`src/rtl/tree_path_query_binary_lifting_top_assert.svh`:
```
// Assertion macros shared by the path query block.
`ifndef TREE_PATH_QUERY_BINARY_LIFTING_TOP_ASSERT_SVH
`define TREE_PATH_QUERY_BINARY_LIFTING_TOP_ASSERT_SVH

// Same-cycle implication, checked outside reset.
`define TPQ_ASSERT_IMP(label, clk, rstn, ante, cons, msg) \
    label: assert property (@(posedge clk) disable iff (!rstn) (ante) |-> (cons)) \
        else $error(msg);

// Next-cycle implication, checked outside reset.
`define TPQ_ASSERT_NXT(label, clk, rstn, ante, cons, msg) \
    label: assert property (@(posedge clk) disable iff (!rstn) (ante) |=> (cons)) \
        else $error(msg);

`endif

```
`src/rtl/tpq_ram.sv`:
```
// Generic single-write, single-read RAM with registered read data.
module tpq_ram #(
    parameter int WIDTH = 8,
    parameter int DEPTH = 16
) (
    input  logic                     aclk,
    input  logic                     we,
    input  logic [$clog2(DEPTH)-1:0] waddr,
    input  logic [WIDTH-1:0]         wdata,
    input  logic [$clog2(DEPTH)-1:0] raddr,
    output logic [WIDTH-1:0]         rdata
);

    logic [WIDTH-1:0] mem [DEPTH];

    always_ff @(posedge aclk) begin
        if (we) begin
            mem[waddr] <= wdata;
        end
        rdata <= mem[raddr];
    end

endmodule

```
`config.mk`:
```
export PLATFORM = sky130hd
export DESIGN_NAME = tpq_ram
export DESIGN_NICKNAME = d
export VERILOG_FILES = /design/src/rtl/tree_path_query_binary_lifting_top_assert.svh /design/src/rtl/tpq_ram.sv
export SDC_FILE = /design/constraint.sdc
export NUM_CORES = 1
export LEC_CHECK = 0
export BUFFER_PORTS_ARGS = -buffer_cell sky130_fd_sc_hd__clkbuf_2
export CORE_AREA = 3 3 100 102
export DETAILED_ROUTE_END_ITERATION = 12
export DIE_AREA = 0 0 103 105
export PLACE_DENSITY = 0.72
export SLEW_MARGIN = 20
export SYNTH_ARGS = -nofsm -noshare
export SYNTH_HDL_FRONTEND = slang
export SYNTH_SLANG_ARGS = --single-unit
```
`constraint.sdc`:
```
create_clock -name aclk -period 2.1 [get_ports aclk]
set_input_delay 0.21 -clock aclk [delete_from_list [all_inputs] [get_ports aclk]]
set_output_delay 0.21 -clock aclk [all_outputs]
set_load 0.005 [all_outputs]
```
==> Word-level counts from Yosys, hierarchy flattened <==
Memory sizes are Yosys's and may differ from the RTL's. A register that Yosys moved wholly into a read port is not among the register bits.
Cells that the tools add are included.
{ "totals": {"regBits": 0, "latch_bits": 0, "ramBits": 128, "rom_bits": 0, "inputBits": 18, "out_inout_bits": 8, "wordCells": 3, "memories": 1} }
{ "op_classes": {"n_addsub": 0, "mul": 0, "div_mod_pow": 0, "order_cmp": 0, "eq_ne": 0, "n_shift": 0, "n_mux": 2, "bitwise_logic": 0, "reduce_logical": 0} }
{ "memory_table": {"columns": ["name", "words", "width", "read_ports", "rd_clocked_by_memory_dff", "wr", "line_no", "text"], "rows": [
  ["mem", 16, 8, 1, 1, 1, "tpq_ram.sv:14", "logic [WIDTH-1:0] mem [DEPTH];"]
]} }
{ "op_table": {"columns": ["op", "count"], "rows": [
  ["1-bit two-way mux", 2]
]} }

==> Logic depth before layout (Yosys ltp) <==
{ "depth": {"ltp_word": 2, "depth_mapped": 5, "depth_no_buf": 3} }

==> Least setup slack after synthesis <==
OpenSTA, ideal clock, no wires.
{ "synth_timing": {"kind": "input to register", "from": "input port waddr[2]", "to": "memory mem[0][0] (enable)", "setup_time_ps": 383, "arrival_time_ps": 1320, "required_ps": 1717, "setup_slack_ps": 397, "stages": 2, "n_path_buf": 0, "path_cell_list": "or3b_2 nor3_1"} }
{ "synth_lines": {"columns": ["element", "line_no", "text"], "rows": [
  ["start, declared", "tpq_ram.sv:8", "input logic [$clog2(DEPTH)-1:0] waddr,"],
  ["end, declared", "tpq_ram.sv:14", null]
]} }
No word-level cell before the write port.

==> impl_results.md <==
* Status: finished, final reports clean
* Proportion of layout cells with a drive suffix above 1 at 31.29%
* Clock root buffer: clkbuf_8
* First-pass GRT wire length at 14150 um
* Worst reg2reg path depth at 3
* Largest net degree at the start of global routing at 33
* Hold depth at 1
* Finished Layout Cells at 405
* Post-Syn Instances at 229
* Slew Limit Headroom at 51.92%
* Source of the worst hold timing path: wdata[2]
* HP Class: primary input to flip-flop
* CTS buffer count at 17
* Min Tclk post-route at 1.382 ns
* P&R area growth vs syn at 17.60%
* Setup repair bufs after CTS at 0
* 1st-pass router iterations at 4
* Post-route clock skew at 0.005405 ns
* R2R Setup Slk at 0.72 ns
* Average wire per standard cell at 22.72 um
* Routed vias/inst at 5.916
* CP Data Arrival Time at 1.78 ns
* N_diodes at 0
* Worst vdd ir at 0.4937 mV
* TNS Setup at 0 ns
* Area occupied by registers at 0.004004 mm2
* Initial antenna violation count at 0
* Net count, final at 300
* Distinct cells, synth at 19
* WP data required at 2.50 ns
* CP startpoint kind: flip-flop
* Iter 0 DRT Violations at 168
* Crit path kind: flip-flop to flip-flop
* Post-DP Area at 0.005493 mm2
* Slew Viols, Final at 0
* Worst r2r src: mem[1][1]
* Synth warn at 0
* Final setup viols at 0
* Die X at 103 um
* Fin. Hold Viols at 0
* Multi-input combinational cell area at 0.001057 mm2
* R2r endpoint: rdata[1]
* Remaining global-route overflow at 0
* Final instance area at 0.006053 mm2
* # port buffers at 25
* Clock Path Buffers at 2
* IO Count at 26
* Post-cts hold buffer count at 0
* Placed cells at 374
* Worst hold endpoint: mem[0][2]
* Worst-Skew Late Latency at 0.51 ns
* HPWL after detailed placement at 5774 um
* #FFs+latches synth at 136
* Pwr Density at 1005 mW/mm2
* CTS sink cnt at 136
* Remaining antenna violation count at 0
* CTS clk-pin slew, worst paths at 0.06 ns
* DRC Markers at 0
* Filler cell count at 602
* Slew at the pin with the worst max-slew slack at 0.7198 ns
* Sequential-to-total area share from yosys stat at 77.78%
* GP Congestion at 0.7818
* H-tree levels at 4
* Core Region at 0.009196 mm2
* CP Max Fanout at 1
* Vias at 2396
* FMAX at 723.5 MHz
* Vias in the first global route at 2428
* Syn Area/Cell at 22.48 um2
* Routed WL at 9202 um
* Post-CTS Resized at 0
* Syn nets at 247
* Final period util at 65.82%
* Max-Cap Viols at 0
* GRT Total Usage at 18.80%
* P_leak at 0.002080 uW
* Worst setup EP type: flip-flop
* Die ar. at 0.01082 mm2
* Initial Utilization at 55.97%
* # rows at 35
* Cell Area, Synth at 0.005147 mm2
* Die span in y at 105 um
* RSZ-0062 raised after global routing: false
* CTS tree: done
==> registers in the layout, summed over array words and instances, names as in the netlist <==
| register | count |
|---|---|
| rdata | 8 |
| mem | 128 |
==> layout by cell type, fill, tap and decap left out <==
| cell type | synthesis | layout |
|---|---|---|
| mux4_1 | 14 | 14 |
| nand2_1 | 9 | 9 |
| clkbuf_16 | 0 | 16 |
| nand3_1 | 1 | 1 |
| nand3b_1 | 2 | 2 |
| a22oi_1 | 16 | 16 |
| inv_6 | 0 | 1 |
| clkbuf_1 | 0 | 2 |
| clkinv_2 | 0 | 3 |
| edfxtp_1 | 128 | 128 |
| nand2b_1 | 2 | 2 |
| mux4_2 | 18 | 18 |
| clkbuf_8 | 0 | 2 |
| nor2b_1 | 1 | 1 |
| dfxtp_1 | 8 | 8 |
| clkinvlp_4 | 0 | 2 |
| clkbuf_2 | 0 | 25 |
| nor2_1 | 13 | 13 |
| buf_12 | 0 | 2 |
| buf_4 | 1 | 17 |
| nor3_1 | 4 | 4 |
| or3b_2 | 1 | 1 |
| and2_1 | 1 | 1 |
| and2b_1 | 1 | 1 |
| bufinv_16 | 0 | 2 |
| clkinv_4 | 0 | 3 |
==> worst max-delay path by stage <==
stage | from | end
after floorplan | waddr[2] | mem[0][0]
after global placement | raddr[0] | rdata[4]
after detailed placement | raddr[0] | rdata[4]
after CTS | mem[1][1] | rdata[1]
after global routing | mem[10][4] | rdata[4]
final | mem[1][1] | rdata[1]
==> critical path: stages (launching register included) <==
cell	delay, ns
edfxtp_1	0.38
mux4_1	0.53
a22oi_1	0.28
nand2_1	0.08
==> synthesized netlist by cell type (all sizes together) <==
cell type	count	share of area, %
a22oi	16	2.3
and2	1	0.12
and2b	1	0.15
buf	7	1.1
clkdlybuf4s25	3	0.58
dfxtp	8	3.1
edfxtp	128	75
mux4	32	15
nand2	9	0.66
nand2b	2	0.24
nand3	1	0.097
nand3b	2	0.29
nor2	13	0.95
nor2b	1	0.12
nor3	4	0.39
or3b	1	0.17
==> stage by stage <==
stage | hold slack [ns] | power [uW] | util, % | setup slack, ns
2_1_floorplan | 0.3089 | 3259 | - | 0.3971
3_3_place_gp | 0.5840 | 3372 | 59.73 | 0.4448
3_5_place_dp | 0.5830 | 3383 | 59.73 | 0.4373
4_1_cts | 0.1091 | 6131 | 65.82 | 0.7277
5_1_grt | 0.1341 | 6283 | 65.82 | 0.6835
6_report | 0.1194 | 6085 | 65.82 | 0.7178
==> cell type report <==
cell class | count | area share [%]
timing repair buffer | 44 | 4.837
clock inverter | 11 | 2.067
clock buffer | 20 | 7.193
multi-input combinational | 83 | 17.47
sequential | 136 | 66.14
tap | 111 | 2.294
==> cell families after synthesis <==
| kind of cell | synth area share [%] |
|---|---|
| flip-flops | 77.78 |
| AND/OR/NAND/NOR | 3.184 |
| multiplexers | 15.02 |
| AO/OA/AOI/OAI | 2.334 |
| buffers and inverters | 1.677 |
==> per-layer routing <==
layer	GRT usage (%)	part of all wire, %	wire length (um)	vias up
met1	26.37	44	4007	1228
li1	-	-	-	1081
met3	5.007	5.2	480	8
met2	28.64	50	4605	79
met5	0	0	0	-
met4	6.660	1.2	108	0
==> report_power, final <==
part / internal, uW / switching (uW) / leakage, uW / total (uW)
Clock: 1710 / 1050 / 0.000271 / 2760
Sequential: 3040 / 19.5 / 0.00122 / 3060
Combinational: 120 / 149 / 0.000585 / 269
Total: 4870 / 1220 / 0.00208 / 6090
No activity file was read; power rests on OpenSTA's default activity.
