$ cat config.mk
export PLATFORM = sky130hd
export DESIGN_NAME = tpq_core
export DESIGN_NICKNAME = d
export VERILOG_FILES = /design/src/rtl/tree_path_query_binary_lifting_top_assert.svh /design/src/rtl/tpq_pkg.sv /design/src/rtl/tpq_core.sv
export SDC_FILE = /design/constraint.sdc
export NUM_CORES = 1
export LEC_CHECK = 0
export BUFFER_PORTS_ARGS = -buffer_cell sky130_fd_sc_hd__buf_2
export CORE_MARGIN = 2
export CORE_UTILIZATION = 55
export CTS_CLUSTER_DIAMETER = 80
export DETAILED_ROUTE_END_ITERATION = 10
export GPL_TIMING_DRIVEN = 1
export PLACE_DENSITY = 0.73
export SYNTH_ARGS = -nofsm -noshare
export SYNTH_HDL_FRONTEND = slang
export SYNTH_SLANG_ARGS = --single-unit
$ cat constraint.sdc
create_clock -name aclk -period 6.31 [get_ports aclk]
set_clock_uncertainty 0.2 [all_clocks]
set_input_delay 0.631 -clock aclk [delete_from_list [all_inputs] [get_ports aclk]]
set_output_delay 0.631 -clock aclk [all_outputs]
set_load 0.01 [all_outputs]
$ cat src/rtl/tree_path_query_binary_lifting_top_assert.svh
// Assertion macros shared by the path query block.
`ifndef TREE_PATH_QUERY_BINARY_LIFTING_TOP_ASSERT_SVH
`define TREE_PATH_QUERY_BINARY_LIFTING_TOP_ASSERT_SVH

// Same-cycle implication, checked outside reset.
`define TPQ_ASSERT_IMP(label, clk, rstn, ante, cons, msg) \
    label: assert property (@(posedge clk) disable iff (!rstn) (ante) |-> (cons)) \
        else $error(msg);

// Next-cycle implication, checked outside reset.
`define TPQ_ASSERT_NXT(label, clk, rstn, ante, cons, msg) \
    label: assert property (@(posedge clk) disable iff (!rstn) (ante) |=> (cons)) \
        else $error(msg);

`endif

$ cat src/rtl/tpq_pkg.sv
// Shared types, codes and arithmetic helpers of the path query block.
package tpq_pkg;

    localparam int WSUM_W = 40;
    localparam int NODE_PORT_W = 10;
    localparam int EDGE_W = 20;
    localparam int K_W = 11;

    localparam logic [1:0] MODE_LOAD = 2'd0;
    localparam logic [1:0] MODE_DIST = 2'd1;
    localparam logic [1:0] MODE_KTH  = 2'd2;
    localparam logic [1:0] MODE_NONE = 2'd3;

    localparam logic [WSUM_W-1:0] WMAX = {WSUM_W{1'b1}};

    typedef struct packed {
        logic                   bad;
        logic [NODE_PORT_W-1:0] node;
        logic [WSUM_W-1:0]      path_len;
    } result_t;

    typedef struct packed {
        logic clearing;
        logic idle;
    } status_t;

    function automatic logic [WSUM_W-1:0] sat_add(input logic [WSUM_W-1:0] x,
                                                  input logic [WSUM_W-1:0] y);
        logic [WSUM_W:0] s;
        s = {1'b0, x} + {1'b0, y};
        return s[WSUM_W] ? WMAX : s[WSUM_W-1:0];
    endfunction

endpackage

$ cat src/rtl/tpq_core.sv
// Sequencer for loads, lowest-common-ancestor search and k-th node lifting.
module tpq_core #(
    parameter int MAX_NODES = 1024,
    parameter int LOG_LEVELS = 11
) (
    input  logic                              aclk,
    input  logic                              aresetn,
    input  logic                              in_valid,
    input  logic [1:0]                        in_mode,
    input  logic [tpq_pkg::NODE_PORT_W-1:0]   in_a,
    input  logic [tpq_pkg::NODE_PORT_W-1:0]   in_b,
    input  logic [tpq_pkg::EDGE_W-1:0]        in_w,
    input  logic [tpq_pkg::K_W-1:0]           in_k,
    output tpq_pkg::status_t                  stat,
    output logic                              res_valid,
    output tpq_pkg::result_t                  res,
    input  logic                              res_ready,
    output logic                              dep_we,
    output logic [$clog2(MAX_NODES)-1:0]      dep_waddr,
    output logic [LOG_LEVELS+1:0]             dep_wdata,
    output logic [$clog2(MAX_NODES)-1:0]      dep_raddr,
    input  logic [LOG_LEVELS+1:0]             dep_rdata,
    output logic                              tbl_we,
    output logic [$clog2(MAX_NODES*LOG_LEVELS)-1:0] tbl_waddr,
    output logic [$clog2(MAX_NODES)+tpq_pkg::WSUM_W-1:0] tbl_wdata,
    output logic [$clog2(MAX_NODES*LOG_LEVELS)-1:0] tbl_raddr,
    input  logic [$clog2(MAX_NODES)+tpq_pkg::WSUM_W-1:0] tbl_rdata
);

    localparam int NW = $clog2(MAX_NODES);
    localparam int TAW = $clog2(MAX_NODES * LOG_LEVELS);
    localparam int WW = tpq_pkg::WSUM_W;
    localparam int DEP_W = LOG_LEVELS + 1;
    localparam int LW = (LOG_LEVELS > 1) ? $clog2(LOG_LEVELS) : 1;
    localparam int CNT_W = LOG_LEVELS + 2;
    localparam int CW = (CNT_W > tpq_pkg::K_W) ? CNT_W : tpq_pkg::K_W;
    localparam int CLR_LEN = (MAX_NODES > LOG_LEVELS) ? MAX_NODES : LOG_LEVELS;
    localparam int CLW = $clog2(CLR_LEN + 1);
    localparam logic [DEP_W-1:0] DEP_LIMIT = DEP_W'((1 << LOG_LEVELS) - 1);
    localparam logic [LW-1:0] LVL_TOP = LW'(LOG_LEVELS - 1);

    localparam logic [4:0] S_CLR  = 5'd0;
    localparam logic [4:0] S_IDLE = 5'd1;
    localparam logic [4:0] S_RDA  = 5'd2;
    localparam logic [4:0] S_RDB  = 5'd3;
    localparam logic [4:0] S_CHK  = 5'd4;
    localparam logic [4:0] S_LRD  = 5'd5;
    localparam logic [4:0] S_LWR  = 5'd6;
    localparam logic [4:0] S_URD  = 5'd7;
    localparam logic [4:0] S_UWB  = 5'd8;
    localparam logic [4:0] S_UEND = 5'd9;
    localparam logic [4:0] S_PA   = 5'd10;
    localparam logic [4:0] S_PB   = 5'd11;
    localparam logic [4:0] S_PC   = 5'd12;
    localparam logic [4:0] S_FA   = 5'd13;
    localparam logic [4:0] S_FB   = 5'd14;
    localparam logic [4:0] S_FC   = 5'd15;
    localparam logic [4:0] S_LCA  = 5'd16;
    localparam logic [4:0] S_KCHK = 5'd17;
    localparam logic [4:0] S_KCNT = 5'd18;
    localparam logic [4:0] S_KSEL = 5'd19;
    localparam logic [4:0] S_KRD  = 5'd20;
    localparam logic [4:0] S_KWB  = 5'd21;
    localparam logic [4:0] S_OUT  = 5'd22;

    function automatic logic [TAW-1:0] taddr(input logic [NW-1:0] n, input logic [LW-1:0] l);
        return TAW'(n) * TAW'(LOG_LEVELS) + TAW'(l);
    endfunction

    logic [4:0]             state_reg, state_next;
    logic [CLW-1:0]         clr_reg, clr_next;
    logic [1:0]             mode_reg, mode_next;
    logic [NW-1:0]          a_reg, a_next, b_reg, b_next;
    logic [NW-1:0]          x_reg, x_next, y_reg, y_next;
    logic [NW-1:0]          anc_a_reg, anc_a_next, lca_reg, lca_next;
    logic [tpq_pkg::EDGE_W-1:0] w_reg, w_next;
    logic [tpq_pkg::K_W-1:0]    k_reg, k_next;
    logic [DEP_W:0]         depa_reg, depa_next;
    logic [DEP_W-1:0]       depb_reg, depb_next;
    logic [LOG_LEVELS-1:0]  diff_reg, diff_next;
    logic [LOG_LEVELS-1:0]  da_reg, da_next, db_reg, db_next;
    logic [CNT_W-1:0]       cnt_reg, cnt_next;
    logic [WW-1:0]          d_reg, d_next, wa_reg, wa_next, wb_reg, wb_next;
    logic                   pend_reg, pend_next;
    logic [LW-1:0]          lvl_reg, lvl_next;
    tpq_pkg::result_t       res_reg, res_next;

    logic                   a_ok, b_ok;
    logic [NW-1:0]          t_anc;
    logic [WW-1:0]          t_w;
    logic [DEP_W-1:0]       rd_dep;
    logic                   rd_loaded;
    logic [CW-1:0]          kx, cx, km1;

    assign a_ok = {22'd0, in_a} < 32'(MAX_NODES);
    assign b_ok = {22'd0, in_b} < 32'(MAX_NODES);
    assign t_anc = tbl_rdata[NW+WW-1:WW];
    assign t_w = tbl_rdata[WW-1:0];
    assign rd_dep = dep_rdata[DEP_W-1:0];
    assign rd_loaded = dep_rdata[DEP_W];
    assign kx = CW'(k_reg);
    assign cx = CW'(cnt_reg);
    assign km1 = kx - CW'(1);

    assign stat.clearing = (state_reg == S_CLR);
    assign stat.idle = (state_reg == S_IDLE);
    assign res_valid = (state_reg == S_OUT);
    assign res = res_reg;

    always_comb begin
        state_next = state_reg;
        clr_next = clr_reg;
        mode_next = mode_reg;
        a_next = a_reg;
        b_next = b_reg;
        x_next = x_reg;
        y_next = y_reg;
        anc_a_next = anc_a_reg;
        lca_next = lca_reg;
        w_next = w_reg;
        k_next = k_reg;
        depa_next = depa_reg;
        depb_next = depb_reg;
        diff_next = diff_reg;
        da_next = da_reg;
        db_next = db_reg;
        cnt_next = cnt_reg;
        d_next = d_reg;
        wa_next = wa_reg;
        wb_next = wb_reg;
        pend_next = pend_reg;
        lvl_next = lvl_reg;
        res_next = res_reg;
        dep_we = 1'b0;
        dep_waddr = a_reg;
        dep_wdata = {1'b1, DEP_W'(depb_reg + DEP_W'(1))};
        dep_raddr = a_reg;
        tbl_we = 1'b0;
        tbl_waddr = taddr(a_reg, lvl_reg);
        tbl_wdata = {t_anc, tpq_pkg::sat_add(d_reg, t_w)};
        tbl_raddr = taddr(x_reg, lvl_reg);
        unique case (state_reg)
            S_CLR: begin
                dep_we = ({{(32-CLW){1'b0}}, clr_reg} < 32'(MAX_NODES));
                dep_waddr = NW'(clr_reg);
                dep_wdata = {1'b0, {DEP_W{1'b1}}};
                tbl_we = ({{(32-CLW){1'b0}}, clr_reg} < 32'(LOG_LEVELS));
                tbl_waddr = TAW'(clr_reg);
                tbl_wdata = '0;
                clr_next = clr_reg + CLW'(1);
                if (clr_reg == CLW'(CLR_LEN - 1)) begin
                    state_next = S_IDLE;
                end
            end
            S_IDLE: begin
                if (in_valid) begin
                    mode_next = in_mode;
                    a_next = NW'(in_a);
                    b_next = NW'(in_b);
                    w_next = in_w;
                    k_next = in_k;
                    unique case (in_mode) inside
                        tpq_pkg::MODE_LOAD: begin
                            if (in_a != '0 && a_ok && b_ok) begin
                                state_next = S_RDA;
                            end
                        end
                        tpq_pkg::MODE_DIST, tpq_pkg::MODE_KTH: begin
                            if (in_a != '0 && in_b != '0 && a_ok && b_ok) begin
                                state_next = S_RDA;
                            end else begin
                                res_next = '{bad: 1'b1, node: '0, path_len: '0};
                                state_next = S_OUT;
                            end
                        end
                        default: begin
                            state_next = S_IDLE;
                        end
                    endcase
                end
            end
            S_RDA: begin
                dep_raddr = a_reg;
                state_next = S_RDB;
            end
            S_RDB: begin
                dep_raddr = b_reg;
                depa_next = dep_rdata;
                state_next = S_CHK;
            end
            S_CHK: begin
                depb_next = rd_dep;
                if (mode_reg == tpq_pkg::MODE_LOAD) begin
                    if (depa_reg[DEP_W] || (b_reg != '0 && !rd_loaded) || rd_dep == DEP_LIMIT) begin
                        state_next = S_IDLE;
                    end else begin
                        dep_we = 1'b1;
                        dep_waddr = a_reg;
                        dep_wdata = {1'b1, DEP_W'(rd_dep + DEP_W'(1))};
                        tbl_we = 1'b1;
                        tbl_waddr = taddr(a_reg, '0);
                        tbl_wdata = {b_reg, WW'(w_reg)};
                        x_next = b_reg;
                        d_next = WW'(w_reg);
                        lvl_next = LW'(1);
                        state_next = (LOG_LEVELS == 1) ? S_IDLE : S_LRD;
                    end
                end else if (!depa_reg[DEP_W] || !rd_loaded) begin
                    res_next = '{bad: 1'b1, node: '0, path_len: '0};
                    state_next = S_OUT;
                end else begin
                    if (depa_reg[DEP_W-1:0] > rd_dep) begin
                        x_next = b_reg;
                        y_next = a_reg;
                        diff_next = LOG_LEVELS'(depa_reg[DEP_W-1:0] - rd_dep);
                    end else begin
                        x_next = a_reg;
                        y_next = b_reg;
                        diff_next = LOG_LEVELS'(rd_dep - depa_reg[DEP_W-1:0]);
                    end
                    d_next = '0;
                    lvl_next = LVL_TOP;
                    state_next = S_URD;
                end
            end
            S_LRD: begin
                tbl_raddr = taddr(x_reg, lvl_reg - LW'(1));
                state_next = S_LWR;
            end
            S_LWR: begin
                tbl_we = 1'b1;
                tbl_waddr = taddr(a_reg, lvl_reg);
                tbl_wdata = {t_anc, tpq_pkg::sat_add(d_reg, t_w)};
                x_next = t_anc;
                d_next = tpq_pkg::sat_add(d_reg, t_w);
                if (lvl_reg == LVL_TOP) begin
                    state_next = S_IDLE;
                end else begin
                    lvl_next = lvl_reg + LW'(1);
                    state_next = S_LRD;
                end
            end
            S_URD: begin
                tbl_raddr = taddr(y_reg, lvl_reg);
                if (diff_reg[lvl_reg]) begin
                    state_next = S_UWB;
                end else if (lvl_reg == '0) begin
                    state_next = S_UEND;
                end else begin
                    lvl_next = lvl_reg - LW'(1);
                end
            end
            S_UWB: begin
                d_next = tpq_pkg::sat_add(d_reg, t_w);
                y_next = t_anc;
                if (lvl_reg == '0) begin
                    state_next = S_UEND;
                end else begin
                    lvl_next = lvl_reg - LW'(1);
                    state_next = S_URD;
                end
            end
            S_UEND: begin
                if (x_reg == y_reg) begin
                    lca_next = x_reg;
                    state_next = S_LCA;
                end else begin
                    lvl_next = LVL_TOP;
                    pend_next = 1'b0;
                    state_next = S_PA;
                end
            end
            S_PA: begin
                if (pend_reg) begin
                    d_next = tpq_pkg::sat_add(d_reg, wb_reg);
                end
                pend_next = 1'b0;
                tbl_raddr = taddr(x_reg, lvl_reg);
                state_next = S_PB;
            end
            S_PB: begin
                anc_a_next = t_anc;
                wa_next = t_w;
                tbl_raddr = taddr(y_reg, lvl_reg);
                state_next = S_PC;
            end
            S_PC: begin
                if (anc_a_reg != t_anc) begin
                    d_next = tpq_pkg::sat_add(d_reg, wa_reg);
                    wb_next = t_w;
                    pend_next = 1'b1;
                    x_next = anc_a_reg;
                    y_next = t_anc;
                end
                if (lvl_reg == '0) begin
                    state_next = S_FA;
                end else begin
                    lvl_next = lvl_reg - LW'(1);
                    state_next = S_PA;
                end
            end
            S_FA: begin
                if (pend_reg) begin
                    d_next = tpq_pkg::sat_add(d_reg, wb_reg);
                end
                pend_next = 1'b0;
                tbl_raddr = taddr(x_reg, '0);
                state_next = S_FB;
            end
            S_FB: begin
                anc_a_next = t_anc;
                d_next = tpq_pkg::sat_add(d_reg, t_w);
                tbl_raddr = taddr(y_reg, '0);
                state_next = S_FC;
            end
            S_FC: begin
                d_next = tpq_pkg::sat_add(d_reg, t_w);
                lca_next = anc_a_reg;
                state_next = S_LCA;
            end
            S_LCA: begin
                dep_raddr = lca_reg;
                if (lca_reg == '0) begin
                    res_next = '{bad: 1'b1, node: '0, path_len: '0};
                    state_next = S_OUT;
                end else if (mode_reg == tpq_pkg::MODE_DIST) begin
                    res_next = '{bad: 1'b0, node: '0, path_len: d_reg};
                    state_next = S_OUT;
                end else begin
                    state_next = S_KCHK;
                end
            end
            S_KCHK: begin
                da_next = LOG_LEVELS'(depa_reg[DEP_W-1:0] - rd_dep);
                db_next = LOG_LEVELS'(depb_reg - rd_dep);
                state_next = S_KCNT;
            end
            S_KCNT: begin
                cnt_next = CNT_W'(da_reg) + CNT_W'(db_reg) + CNT_W'(1);
                state_next = S_KSEL;
            end
            S_KSEL: begin
                lvl_next = LVL_TOP;
                if (k_reg == '0 || kx > cx) begin
                    res_next = '{bad: 1'b1, node: '0, path_len: '0};
                    state_next = S_OUT;
                end else if (km1 <= CW'(da_reg)) begin
                    y_next = a_reg;
                    diff_next = LOG_LEVELS'(km1);
                    state_next = S_KRD;
                end else begin
                    y_next = b_reg;
                    diff_next = LOG_LEVELS'(cx - kx);
                    state_next = S_KRD;
                end
            end
            S_KRD: begin
                tbl_raddr = taddr(y_reg, lvl_reg);
                if (diff_reg[lvl_reg]) begin
                    state_next = S_KWB;
                end else if (lvl_reg == '0) begin
                    res_next = '{bad: 1'b0, node: tpq_pkg::NODE_PORT_W'(y_reg), path_len: '0};
                    state_next = S_OUT;
                end else begin
                    lvl_next = lvl_reg - LW'(1);
                end
            end
            S_KWB: begin
                y_next = t_anc;
                if (lvl_reg == '0) begin
                    res_next = '{bad: 1'b0, node: tpq_pkg::NODE_PORT_W'(t_anc), path_len: '0};
                    state_next = S_OUT;
                end else begin
                    lvl_next = lvl_reg - LW'(1);
                    state_next = S_KRD;
                end
            end
            S_OUT: begin
                if (res_ready) begin
                    state_next = S_IDLE;
                end
            end
            default: begin
                state_next = S_IDLE;
            end
        endcase
    end

    always_ff @(posedge aclk) begin
        if (!aresetn) begin
            state_reg <= S_CLR;
            clr_reg <= '0;
            pend_reg <= 1'b0;
        end else begin
            state_reg <= state_next;
            clr_reg <= clr_next;
            pend_reg <= pend_next;
        end
        mode_reg <= mode_next;
        a_reg <= a_next;
        b_reg <= b_next;
        x_reg <= x_next;
        y_reg <= y_next;
        anc_a_reg <= anc_a_next;
        lca_reg <= lca_next;
        w_reg <= w_next;
        k_reg <= k_next;
        depa_reg <= depa_next;
        depb_reg <= depb_next;
        diff_reg <= diff_next;
        da_reg <= da_next;
        db_reg <= db_next;
        cnt_reg <= cnt_next;
        d_reg <= d_next;
        wa_reg <= wa_next;
        wb_reg <= wb_next;
        lvl_reg <= lvl_next;
        res_reg <= res_next;
    end

endmodule

Word-level counts from Yosys, hierarchy flattened --
Index checks and enable logic that the tools add are counted.
Word-level totals: bits in registers 356, input port bits 120, output and inout port bits 167, word-level logic and storage cells 245
Cells by class: add/sub/neg operators 19, multiply operators 3, order comparisons 6, equality and inequality tests 55, multiplexer cells 93, reduce and logical (&&, ||, !) cells 44
Operator list (count):
- $mux W51 | 11
- $mux W40 | 8
- $pmux W51 S6 | 1
- $pmux W40 S4 | 1
- $mux W10 | 13
- $add A40 B40 Y41 | 3
- $pmux W5 S23 | 1
- $mux W50 | 2
- $pmux W50 S2 | 1
- $mux W5 | 12
- $add A14 B4 Y14 | 4
- $pmux W14 S4 | 1
- $mux W11 | 5
- $sub A11 B11 Y11 | 4
- $mul A10 B4 Y14 const B | 3
- $eq A5 B4 Y1 const B | 8
- $pmux W10 S2 | 2
- $pmux W10 S4 | 1
- $eq A5 B5 Y1 const B | 7
- $mux W4 | 8
- $ne A2 B2 Y1 const B | 15
- $pmux W10 S3 | 1
- $reduce_bool A10 Y1 | 3
- $mux W14 | 2
- 59 further kinds | 103

Logic depth before layout (Yosys ltp) --
depth in word-level cells 7, gate-level depth with buffers 19, depth with buffers taken out 16

Worst setup path before layout --
Ideal clock, no wire load.
path type reg-to-reg, from register state_reg[3], to register a_reg[0] (enable), setup time 0.529 ns, data arrival time 4.502 ns, required time 5.581 ns, slack 1.079 ns, cell stages (with the launch flop) 4, buffers on the path 1, period minus slack after synthesis 5.231 ns, cells stage by stage dfxtp_1 > buf_2 > or3_1 > nor3_1
On the way: longest elaborated chain between the ends 2
RTL lines:
- start, declared | line tpq_core.sv:70 | logic [4:0] state_reg, state_next;
- start signal, assigned | line tpq_core.sv:395 | state_reg <= state_next;
- $eq A5 B1 Y1 | line tpq_core.sv:142 | unique case (state_reg)
- $reduce_and A2 Y1 (no source line)
- end signal, assigned | line tpq_core.sv:400 | a_reg <= a_next;
- end, declared | line tpq_core.sv:73 | logic [NW-1:0] a_reg, a_next, b_reg, b_next;
Every way passes these cells. A chain may end at the register's enable or synchronous reset.

Final worst setup path --
from register d_reg[0], to output port tbl_wdata[6] (netlist name)
On the way: longest elaborated chain between the ends 5
RTL lines:
- start, declared | line tpq_core.sv:83 | logic [WW-1:0] d_reg, d_next, wa_reg, wa_next, wb_reg, wb_next;
- start signal, assigned | line tpq_core.sv:414 | d_reg <= d_next;
- $add A40 B40 Y41 (*) | line tpq_pkg.sv:30 | s = {1'b0, x} + {1'b0, y};
- $mux W40 (*) | line tpq_pkg.sv:31 | return s[WSUM_W] ? WMAX : s[WSUM_W-1:0];
- $mux W50 | line tpq_core.sv:194 | if (depa_reg[DEP_W] || (b_reg != '0 && !rd_loaded) || rd_dep == DEP_LIMIT) begin
- $mux W50 | line tpq_core.sv:193 | if (mode_reg == tpq_pkg::MODE_LOAD) begin
- $pmux W50 S2 (*) | line tpq_core.sv:142
- end, declared | line tpq_core.sv:25 | output logic [$clog2(MAX_NODES)+tpq_pkg::WSUM_W-1:0] tbl_wdata,
Mark *: on every way between the ends. The rest lies on a longest branch, timed or not.

==> reports/metrics.cfg <==
[sta]
rsz0062_at_grt=no
slew_headroom_pct=22.1
min_period_over_period_pct=94.8
finalCriticalPeriod_ps=5980
fmax_mhz=167
hold_viol_final=0
worst_slew_pin_slew_ps=1160
finalSetupViolCount=0
slew_violations=0
fin_setup_tns_ps=0

[grt]
grt_overflow=0
grt_use_total_pct=35.0
antenna_found_initial=3
grt_pass1_wl_um=151000
grt_max_degree=52
grt_pass1_vias=25900

[power_and_ir_drop]
pwr_density_cell_mw_per_mm2=410
leakage_nw=13.8
ir_worst_vdd_mv=0.339
p_total_mw=13.6

[drt]
vias=26600
vias_per_cell=6.42
first_pass_iters=6
drc=0
drt_iter0_markers=2470
wl_per_cell_um=24.3
routed.top_layer=met5
wl_met2_um=47700
wl_met3_um=8260
postRouteAntennaNets=0
wl_um=101000
m1WireLength_um=40100

[place]
dp.cells=4042
gp_congestion=0.989
dpl_cell_area_sq_mm=0.0316
numPortBuffers=286
dp_hpwl_um=76900

[critical_path]
startpoint_type=flip-flop
endpoint=tbl_wdata[6]
r2r-start=k_reg[0]
reg2reg_to=y_reg[2]
critPathKind=flip-flop to output port
critPathCaptureType=output port
cp.required_ps=5480
regToRegSetupSlack_ps=1290
rr_worst_depth=17
worstSetupStartpoint=d_reg[0]
cp_max_fo=28
crit_arrival_ps=5150

[floorplan]
io_pins=287
die_width_um=235
chipHeight_um=235
core-area_sq_mm=0.0528
initial_core_util_pct=55.8
die_area_sq_mm=0.0554
rows=84

[cts]
htree_levels=2
numCtsBuffers=43
clock_latency_ps=610
path_clk_slew_ps=60
clk_path_buf_depth=3
cts_tree=yes
clockRootBuffer=clkbuf_16
postCtsSetupBuffers=0
clock-sinks=355

[synthesis]
synth.most_common_cell=edfxtp_1
avgSynthCellArea_sq_um=9.33
syn_area_sq_mm=0.0294
post-synth-top-area-fraction_pct=34.5
synth_ff_type=edfxtp_1
synth_warnings=0
yosysSeqAreaShare_pct=35.6
syn_nets=3596
yosysTopAreaCell=edfxtp_1
synth_cell_type_count=109
ys_ff_latch=355
synth.area.top_cells=edfxtp_1, ha_1, xnor2_1
yosys-top-cells-count=edfxtp_1, ha_1, nand2_1
synth_edf_count=338
synthCells=3156
synthArstFlopShare_pct=0

[cells_and_area]
final_core_util_pct=62.8
nets=3860
n_fill_cell=4494
syn_to_final_growth_pct=12.5
fin_cells=4143
largest_reg_flops=51
final_layout_size_suffix_gt1_share_pct=13.5
design_area_sq_mm=0.0331
diodes=0

[outcome]
outcome=complete, no violations

[hold_path]
hold_class=input port to flip-flop

[run]
max_cap_violations=0

## critical path: stages (launching register included)
cell and delay, ps:
edfxtp_1 410, ha_1 250, inv_1 80, fa_1 420, nand2b_1 190, a21oi_1 370
o211ai_1 290, a2111oi_0 700, nor3_1 210, o21ai_1 280, a21o_2 560, buf_4 350
nor2_1 100, o21ai_0 150, buf_2 160
## placed cells by master (no fill, tap or decap), types with 46 or more instances in the layout
master,Yosys,final
edfxtp_1,338,338
ha_1,288,288
buf_2,15,286
nand2_1,277,277
o21ai_0,243,243
a21oi_1,226,226
nor2_1,210,202
inv_1,196,196
xnor2_1,174,174
a21o_1,90,90
xor2_1,87,87
and2_1,65,65
nand3_1,59,59
o21ai_1,46,46
## cell type report
| cell class | instances | area [sq um] | share of cell area (%) |
|---|---|---|---|
| Inverter | 199 | 747 | 2.26 |
| Multi-Input combinational cell | 2475 | 17700 | 53.6 |
| Sequential cell | 355 | 10500 | 31.7 |
| Clock inverter | 22 | 200 | 0.604 |
| Clock buffer | 58 | 1140 | 3.45 |
| Tap cell | 688 | 861 | 2.60 |
| Timing Repair Buffer | 346 | 1930 | 5.84 |
## worst min path at each step
stage | startpoint | end | slack, ps | cells after the start
6_report | in_w[17] | w_reg[17] | 10 | 1
3_3_place_gp | clr_reg[1] | clr_reg[1] | 300 | 2
5_1_grt | in_k[5] | k_reg[5] | 10 | 1
3_5_place_dp | pend_reg | pend_reg | 320 | 1
2_1_floorplan | clr_reg[1] | clr_reg[1] | 290 | 2
4_1_cts | in_k[5] | k_reg[5] | 0.4 | 1
## per-layer routing
metal,global-route usage [%],up-vias
met3,6.00,280
met4,15.5,6
met2,58.9,1328
li1,-,12200
met5,0,-
met1,44.4,12800
## cell families (layout without fill, tap and decap cells)
group	count (synthesis)	count (layout)	synth area share, %
buffers and inverters	326	625	4.38
DFF	355	355	35.6
xor gates and xnor gates	262	262	7.82
and+or+nand+nor	882	882	14.5
muxes	55	55	2.03
adders and majority gates	320	320	14.4
AOI/OAI and AO/OA	956	956	21.3
## report_power, final
group,total (mW),internal [mW],leakage [nW],switching [mW]
Sequential,3.40,3.06,3.23,0.346
Combinational,7.73,2.91,9.92,4.81
Clock,2.44,1.37,0.647,1.08
Total,13.6,7.34,13.8,6.24
## metrics by stage
step / worst slack [ps] / hold slack (ps)
after floorplan: 1080 / 286
after global placement: 823 / 304
after detailed placement: 853 / 321
after CTS: 454 / 0.442
after global routing: 160 / 11.0
final: 329 / 13.2
## timing repair
| action | CTS | global route |
|---|---|---|
| hold buffers | 21 | 0 |
| hold endpoints to repair | 21 | 0 |
| resized for setup | 0 | 0 |
No activity file was read; power rests on OpenSTA's default activity.
